`src/hdl/oibm_pkg.sv`:
```
`default_nettype none

package oibm_pkg;

   // limit registers and the signed result values are all this wide
   localparam int LIMIT_W = 16;

   localparam int DEFAULT_TABLE_DEPTH = 256;
   localparam int DEFAULT_COUNT_WIDTH = 16;
   localparam int QUEUE_DEPTH         = 2;

   localparam int NUMBER_W    = 8;
   localparam int CSR_INDEX_W = 2;
   localparam int STATUS_W    = 2;
   localparam int OP_W        = 2;

   // register indexes on the csr port
   localparam logic [CSR_INDEX_W-1:0] REG_MAX_LIMIT   = 2'd0;
   localparam logic [CSR_INDEX_W-1:0] REG_MIN_LIMIT   = 2'd1;
   localparam logic [CSR_INDEX_W-1:0] REG_TOTAL_LIMIT = 2'd2;

   localparam logic signed [LIMIT_W-1:0] MAX_LIMIT_RESET   = 16'sd32;
   localparam logic signed [LIMIT_W-1:0] MIN_LIMIT_RESET   = -16'sd32;
   localparam logic signed [LIMIT_W-1:0] TOTAL_LIMIT_RESET = 16'sd64;

   // request kinds
   localparam logic TYPE_RECEIVED = 1'b0;
   localparam logic TYPE_REPLAYED = 1'b1;

   localparam logic CLASS_EVENT = 1'b0;

   // received words on these numbers leave the balance unchanged
   localparam logic [NUMBER_W-1:0] EVENT_LOW_LAST = 8'd5;
   localparam logic [NUMBER_W-1:0] FILTER_NUMBER  = 8'd161;

   // operations handed from front to back
   localparam logic [OP_W-1:0] OP_NONE = 2'd0;
   localparam logic [OP_W-1:0] OP_DEC  = 2'd1;
   localparam logic [OP_W-1:0] OP_INC  = 2'd2;

   // limit status codes
   localparam logic [STATUS_W-1:0] STATUS_OK    = 2'd0;
   localparam logic [STATUS_W-1:0] STATUS_MAX   = 2'd1;
   localparam logic [STATUS_W-1:0] STATUS_MIN   = 2'd2;
   localparam logic [STATUS_W-1:0] STATUS_TOTAL = 2'd3;

   typedef struct packed {
      logic signed [LIMIT_W-1:0] max_limit;
      logic signed [LIMIT_W-1:0] min_limit;
      logic signed [LIMIT_W-1:0] total_limit;
   } cfg_type;

endpackage

`default_nettype wire

```
`src/hdl/oibm_queue.sv`:
```
`default_nettype none

module oibm_queue #(
   parameter int WIDTH = 8,
   parameter int DEPTH = oibm_pkg::QUEUE_DEPTH
) (
   input  wire logic             clock,
   input  wire logic             reset,
   input  wire logic             push,
   input  wire logic [WIDTH-1:0] push_data,
   output logic                  full,
   input  wire logic             pop,
   output logic                  out_valid,
   output logic [WIDTH-1:0]      out_data
);

   localparam int PTR_W = (DEPTH > 1) ? $clog2(DEPTH) : 1;
   localparam int CNT_W = $clog2(DEPTH + 1);

   logic [WIDTH-1:0] slot_ff [DEPTH];
   logic [PTR_W-1:0] wr_ptr_ff, wr_ptr_in;
   logic [PTR_W-1:0] rd_ptr_ff, rd_ptr_in;
   logic [CNT_W-1:0] count_ff, count_in;
   logic             do_push, do_pop;

   assign full      = count_ff == CNT_W'(DEPTH);
   assign out_valid = count_ff != '0;
   assign out_data  = slot_ff[rd_ptr_ff];
   assign do_push   = push && !full;
   assign do_pop    = pop && out_valid;

   always_comb begin
      wr_ptr_in = wr_ptr_ff;
      rd_ptr_in = rd_ptr_ff;
      count_in  = count_ff;
      if (do_push) begin
         wr_ptr_in = (wr_ptr_ff == PTR_W'(DEPTH - 1)) ? '0 : wr_ptr_ff + 1'b1;
      end
      if (do_pop) begin
         rd_ptr_in = (rd_ptr_ff == PTR_W'(DEPTH - 1)) ? '0 : rd_ptr_ff + 1'b1;
      end
      if (do_push && !do_pop) begin
         count_in = count_ff + 1'b1;
      end else if (do_pop && !do_push) begin
         count_in = count_ff - 1'b1;
      end
   end

   always_ff @(posedge clock) begin
      if (reset) begin
         wr_ptr_ff <= '0;
         rd_ptr_ff <= '0;
         count_ff  <= '0;
      end else begin
         wr_ptr_ff <= wr_ptr_in;
         rd_ptr_ff <= rd_ptr_in;
         count_ff  <= count_in;
      end
   end

   always_ff @(posedge clock) begin
      if (do_push) begin
         slot_ff[wr_ptr_ff] <= push_data;
      end
   end

endmodule

`default_nettype wire

```
`config.mk`:
```
export PLATFORM = sky130hd
export DESIGN_NAME = oibm_queue
export DESIGN_NICKNAME = d
export VERILOG_FILES = /design/src/hdl/oibm_pkg.sv /design/src/hdl/oibm_queue.sv
export SDC_FILE = /design/constraint.sdc
export NUM_CORES = 1
export LEC_CHECK = 0
export ABC_AREA = 1
export BUFFER_PORTS_ARGS = -buffer_cell sky130_fd_sc_hd__buf_2
export CAP_MARGIN = 5
export CORE_MARGIN = 2
export CORE_UTILIZATION = 44
export DETAILED_ROUTE_END_ITERATION = 8
export HOLD_SLACK_MARGIN = 0.15
export PLACE_DENSITY_LB_ADDON = 0.15
export SLEW_MARGIN = 40
export SYNTH_ARGS = -nofsm -noshare
export SYNTH_HDL_FRONTEND = slang
export SYNTH_SLANG_ARGS = --single-unit
```
`constraint.sdc`:
```
create_clock -name clock -period 1.18 [get_ports clock]
set_input_delay 0.059 -clock clock [delete_from_list [all_inputs] [get_ports clock]]
set_output_delay 0.059 -clock clock [all_outputs]
set_load 0.05 [all_outputs]
```
==> flow_metrics.env, run 1 <==
export IMPL_leakage_nw=0.581
export IMPL_synthAdderAreaFrac_pct=1.53
export IMPL_hold_viol=0
export IMPL_ios=22
export IMPL_slew_limit_headroom_pct=83.4
export IMPL_viasPerCell=4.51
export IMPL_htree_levels=1
export IMPL_gr_total_overflow=0
export IMPL_critPathLaunchType="flip-flop"
export IMPL_clk_path_buf_depth=2
export IMPL_post_drt_wl_per_cell_um=12.6
export IMPL_slew_violations=0
export IMPL_synth_avg_cell_area_um2=13.2
export IMPL_fillers=101
export IMPL_rr_startpoint="count_ff[1]"
export IMPL_post_place_ws_ns=-0.131
export IMPL_layout_cells_non_filler=131
export IMPL_synth_simple_area_share_pct=8.85
export IMPL_dieHeight_um=47.2
export IMPL_root_buffer="clkbuf_4"
export IMPL_drive_gt1_share_pct=55.7
export IMPL_port_buffers=21
export IMPL_min_from="push"
export IMPL_dr_total_vias=591
export IMPL_rows=15
export IMPL_drt_total_wl_mm=1.65
export IMPL_synth_yosys_seq_area_share_pct=70.8
export IMPL_seqCellArea_um2=587
export IMPL_rsz0062_at_grt="yes"
export IMPL_powerDensity_nw_per_um2=2260
export IMPL_grt_use_total_pct=16.2
export IMPL_ant_nets=0
export IMPL_yosys_warnings=0
export IMPL_clk_pin_slew_ns=0.10
export IMPL_numPlacedInstances=116
export IMPL_ir_drop_mv=1.83
export IMPL_tightestPinTransition_ns=0.250
export IMPL_ys_types=14
export IMPL_die_w_um=47.2
export IMPL_diodes=0
export IMPL_arrival_ns=1.24
export IMPL_finalPower_mw=3.14
export IMPL_synth_compound_area_share_pct=3.51
export IMPL_grt_pass1_vias=582
export IMPL_critPathKind="flip-flop to output pin"
export IMPL_cts_tree="done"
export IMPL_min_period_ns=1.30
export IMPL_cts_buffers=3
export IMPL_synth_xor_area_share_pct=0
export IMPL_grt_pass1_wl_mm=2.39
export IMPL_layout_common_cells="16 x edfxtp_1, 12 x buf_2, 10 x dlygate4sd3_1"
export IMPL_synth_area_um2=820
export IMPL_insertion_delay_ns=0.30
export IMPL_ys_seq_elements=21
export IMPL_syn_nets=75
export IMPL_grt_max_degree=13
export IMPL_hp_class="primary input to flip-flop"
export IMPL_synthMuxAreaShare_pct=11.0
export IMPL_tns_ns=-0.964
export IMPL_cts_num_sinks=21
export IMPL_fin_nets=120
export IMPL_violations="negative setup slack"
export IMPL_antenna_found_initial=0
export IMPL_dieArea_um2=2220
export IMPL_dpl_hpwl_um=978
export IMPL_placed_area_um2=1060
export IMPL_mostFrequentLayoutCell="edfxtp_1"
export IMPL_required_ns=1.12
export IMPL_postLayoutCellArea_um2=1390
export IMPL_crit_fanout=8
export IMPL_multi_input_area_um2=300
export IMPL_synth_top_family_by_area="multiplexers"
export IMPL_end_kind="output pin"
export IMPL_drt_drc_violations_left=0
export IMPL_drt_pre_antenna_iters=3
export IMPL_rrSetupSlack_ns=-0.03
export IMPL_status="finished, violations left"
export IMPL_fmax_mhz=772
export IMPL_worst_slack_ns=-0.115
export IMPL_area_growth_pct=69.0
export IMPL_design_core_area_um2=1750
export IMPL_setup_violations=10
export IMPL_netlist_instances=62
export IMPL_drtIter0Drc=4
export IMPL_gp_congestion=0.756
export IMPL_drv_cap=0
export IMPL_skew_ns=0.0164
export IMPL_timing_final_crit_share_pct=110
export IMPL_initial_utilization_pct=47.0
-- routing by layer --
metal  vias up  part of all wire (%)  global-route usage (%)
met3         0                   3.4                    3.85
li1        301                     -                       -
met5         -                     0                       0
met4         0                     0                    3.33
met1       273                    38                    17.6
met2        17                    58                    31.5
-- cells by family after synthesis --
family | count (synthesis)
AO/OA/AOI/OAI | 5
AND/OR/NAND/NOR | 18
buffers and inverters | 9
flip-flops | 21
multiplexers | 8
adder cells (fa/ha/maj) | 1
-- power breakdown --
part           internal [mW]  leakage [nW]  switching (mW)
combinational          0.811         0.371           0.946
sequential             0.959         0.192          0.0871
clock                  0.126        0.0177           0.205
total                   1.90         0.581            1.24
-- through the flow --
stage | util (%) | hold WS [ns]
after CTS | 77.3 | 0.267
after detailed placement | 61.0 | 0.251
after global routing | 79.4 | 0.311
final | 79.4 | 0.263
after global placement | 61.0 | 0.247
after floorplan | - | 0.158
-- path summary, 6_finish.rpt --
check,to,cells after the start
setup reg to reg,count_ff[1],9
setup / recovery,out_data[7],3
hold reg to reg,rd_ptr_ff,2
hold / removal,wr_ptr_ff,6
-- sequential cells by signal (all words and copies together), names as in the netlist, named ones only --
| signal | count |
|---|---|
| count_ff | 2 |
| rd_ptr_ff | 1 |
| slot_ff | 16 |
| wr_ptr_ff | 1 |
-- synthesized netlist by cell type (all sizes together) --
| cell | instances | share of area, % |
|---|---|---|
| nor2 | 8 | 3.7 |
| dfxtp | 5 | 12 |
| inv | 8 | 3.7 |
| a21oi | 2 | 1.2 |
| nand2 | 7 | 3.2 |
| nand4 | 1 | 0.76 |
| mux2 | 8 | 11 |
| ha | 1 | 1.5 |
| nand3 | 2 | 1.2 |
| o21ai | 3 | 2.3 |
| edfxtp | 16 | 59 |
| buf | 1 | 0.61 |
-- area by class of cell --
| cell class | instances | area share (%) |
|---|---|---|
| clock buffer | 3 | 1.63 |
| clock inverter | 1 | 0.361 |
| inverter | 8 | 2.71 |
| multi-input combinational | 32 | 21.7 |
| sequential | 21 | 42.4 |
| tap | 25 | 2.26 |
| timing repair buffer | 41 | 29.0 |
-- repair_timing --
item | CTS | global route
buffers inserted | 1 | 0
endpoints found under the hold margin | 21 | 0
pin swaps | 4 | 3
gates resized for setup | 42 | 9
hold buffers | 10 | 0
endpoints found under the setup margin | 27 | 26
-- worst max-delay path, cell delays in order, from the launching register on --
cell and delay, ns:
dfxtp_2 0.35, buf_12 0.13, mux2_4 0.31, buf_8 0.15
Power figures use the tool's default switching activity.
==> run 2, diff against run 1 <==
--- a/config.mk
+++ b/config.mk
@@ -12,7 +12,7 @@
 export CORE_UTILIZATION = 44
 export DETAILED_ROUTE_END_ITERATION = 8
 export HOLD_SLACK_MARGIN = 0.15
-export PLACE_DENSITY_LB_ADDON = 0.15
+export PLACE_DENSITY = 0.82
 export SLEW_MARGIN = 40
 export SYNTH_ARGS = -nofsm -noshare
 export SYNTH_HDL_FRONTEND = slang
==> run 2 against run 1 <==
Largest power group unchanged; setup slack got worse by 0.021 ns; via count rose by 6.1%; hold slack improved by 0.018 ns; clock skew fell by 0.015 ns; die area did not move; clock-buffer cell count rose by 1; the run still ends with negative setup slack left; fmax fell by 1.6%.
==> flow_metrics.env, run 2 (synthesis results as in run 1) <==
export IMPL_tightestPinTransition_ns=0.230
export IMPL_post_place_ws_ns=-0.138
export IMPL_cts_tree="done"
export IMPL_arrival_ns=1.26
export IMPL_cts_buffers=3
export IMPL_regMostFlops="slot_ff"
export IMPL_hp_class="primary input to flip-flop"
export IMPL_min_from="push"
export IMPL_dieHeight_um=47.2
export IMPL_violations="negative setup slack"
export IMPL_largest_register_ff_count=16
export IMPL_grt_max_degree=12
export IMPL_r2r_cells=9
export IMPL_met2_usage_pct=34.8
export IMPL_grt_use_total_pct=18.3
export IMPL_rrSetupSlack_ns=-0.07
export IMPL_timing_final_crit_share_pct=112
export IMPL_drive_gt1_share_pct=56.6
export IMPL_drt_pre_antenna_iters=4
export IMPL_end_kind="output pin"
export IMPL_gp_congestion=0.700
export IMPL_clk_pin_slew_ns=0.11
export IMPL_worstPathCellList="buf_12 > mux2_4 > buf_8"
export IMPL_rr_startpoint="count_ff[1]"
export IMPL_ir_drop_mv=1.69
export IMPL_slew_violations=0
export IMPL_antenna_found_initial=0
export IMPL_fin_util_pct=81.8
export IMPL_dieArea_um2=2220
export IMPL_crit_fanout=8
export IMPL_ios=22
export IMPL_grt_pass1_vias=590
export IMPL_met3_usage_pct=3.85
export IMPL_slew_limit_headroom_pct=84.6
export IMPL_drtIter0Drc=3
export IMPL_dpl_hpwl_mm=1.05
export IMPL_crit_path_top_delay_cell="dfxtp_2"
export IMPL_mostFrequentLayoutCell="edfxtp_1"
export IMPL_leakage_nw=0.587
export IMPL_powerDensity_nw_per_um2=2300
export IMPL_root_buffer="clkbuf_4"
export IMPL_layout_common_cells="16 x edfxtp_1, 11 x buf_2, 10 x dlygate4sd3_1, 10 x buf_6, 9 x buf_8"
export IMPL_min_period_ns=1.32
export IMPL_design_core_area_um2=1750
export IMPL_hold_viol=0
export IMPL_drt_total_wl_mm=1.95
export IMPL_cpPeakStageDelay_ns=0.36
export IMPL_critPathKind="flip-flop to output pin"
export IMPL_viasPerCell=4.79
export IMPL_die_w_um=47.2
export IMPL_cts_num_sinks=21
export IMPL_top_regs="slot_ff: 16 flops, count_ff: 2 flops"
export IMPL_required_ns=1.12
export IMPL_insertion_delay_ns=0.30
export IMPL_gr_total_overflow=0
export IMPL_post_drt_wl_per_cell_um=14.9
export IMPL_grt_pass1_wl_mm=2.58
export IMPL_port_buffers=21
export IMPL_skew_ns=0.00114
export IMPL_postLayoutCellArea_um2=1430
export IMPL_placed_area_um2=1050
export IMPL_setup_violations=11
export IMPL_worst_slack_ns=-0.136
export IMPL_hold_depth=5
export IMPL_met1_usage_pct=17.9
export IMPL_initial_utilization_pct=47.0
export IMPL_dr_total_vias=627
export IMPL_finalPower_mw=3.29
export IMPL_fmax_mhz=760
export IMPL_diodes=0
export IMPL_rsz0062_at_grt="yes"
export IMPL_fin_nets=120
export IMPL_drt_drc_violations_left=0
export IMPL_grt_busiest_layer="met2"
export IMPL_min_to="wr_ptr_ff"
export IMPL_drv_cap=0
export IMPL_clk_path_buf_depth=2
export IMPL_rows=15
export IMPL_r2r_end="count_ff[1]"
export IMPL_area_growth_pct=74.2
export IMPL_ant_nets=0
export IMPL_htree_levels=1
export IMPL_critPathLaunchType="flip-flop"
export IMPL_status="finished, violations left"
## run 2: cell types whose count changed in the layout (fill, tap and decap cells not counted), sizes merged
cell and delta:
clkbuf +1, clkinv -1
## run 2: how the worst max path moves through the flow
stage | cells past startpoint | slack (ns) | to
finish | 3 | -0.14 | out_data[3]
global route | 3 | -0.16 | out_data[4]
CTS | 3 | -0.14 | out_data[4]
detailed placement | 9 | -0.14 | count_ff[1]
global placement | 9 | -0.06 | count_ff[1]
floorplan | 9 | -0.07 | count_ff[1]
## run 2: critical path: cells and delay by family (launching register included)
family | cells | cell delay [ns]
flops | 1 | 0.36
mux | 1 | 0.31
buf+inv | 2 | 0.28
## run 2: power breakdown
group | total [mW] | switching, mW | leakage (nW) | internal [mW]
Clock | 0.341 | 0.209 | 0.0150 | 0.132
Sequential | 1.07 | 0.104 | 0.192 | 0.965
Combinational | 1.88 | 0.995 | 0.380 | 0.883
## run 2: per-layer routing
layer | up-vias | wire, um
li1 | 304 | -
met1 | 293 | 691
met5 | - | 0
met4 | 0 | 69
met2 | 24 | 1110
met3 | 6 | 81
## run 2: area by class of cell
type / instances / area (um^2)
clock buffers: 4 / 26.3
fillers: 93 / 318
inverters: 8 / 42.5
multi-input cells: 32 / 315
flip-flops and latches: 21 / 589
well taps: 25 / 31.3
repair buffers: 41 / 423
## run 2: timing repair
| item | CTS | global route |
|---|---|---|
| buffers inserted | 3 | 0 |
| endpoints found under the setup margin | 28 | 29 |
| pin swaps | 7 | 2 |
| hold buffers | 10 | 0 |
| resized for setup | 45 | 19 |
| cloned | 0 | 0 |
| hold endpoints to repair | 21 | 0 |
## run 2: through the flow
| step | TNS (ns) | hold slack (ns) | std cells |
|---|---|---|---|
| 3_5_place_dp | -0.332 | 0.251 | 114 |
| 5_1_grt | -1.58 | 0.302 | 131 |
| 3_3_place_gp | -0.0637 | 0.248 | 114 |
| 6_report | -1.23 | 0.281 | 131 |
| 4_1_cts | -1.18 | 0.191 | 131 |
| 2_1_floorplan | -0.797 | 0.158 | 62 |
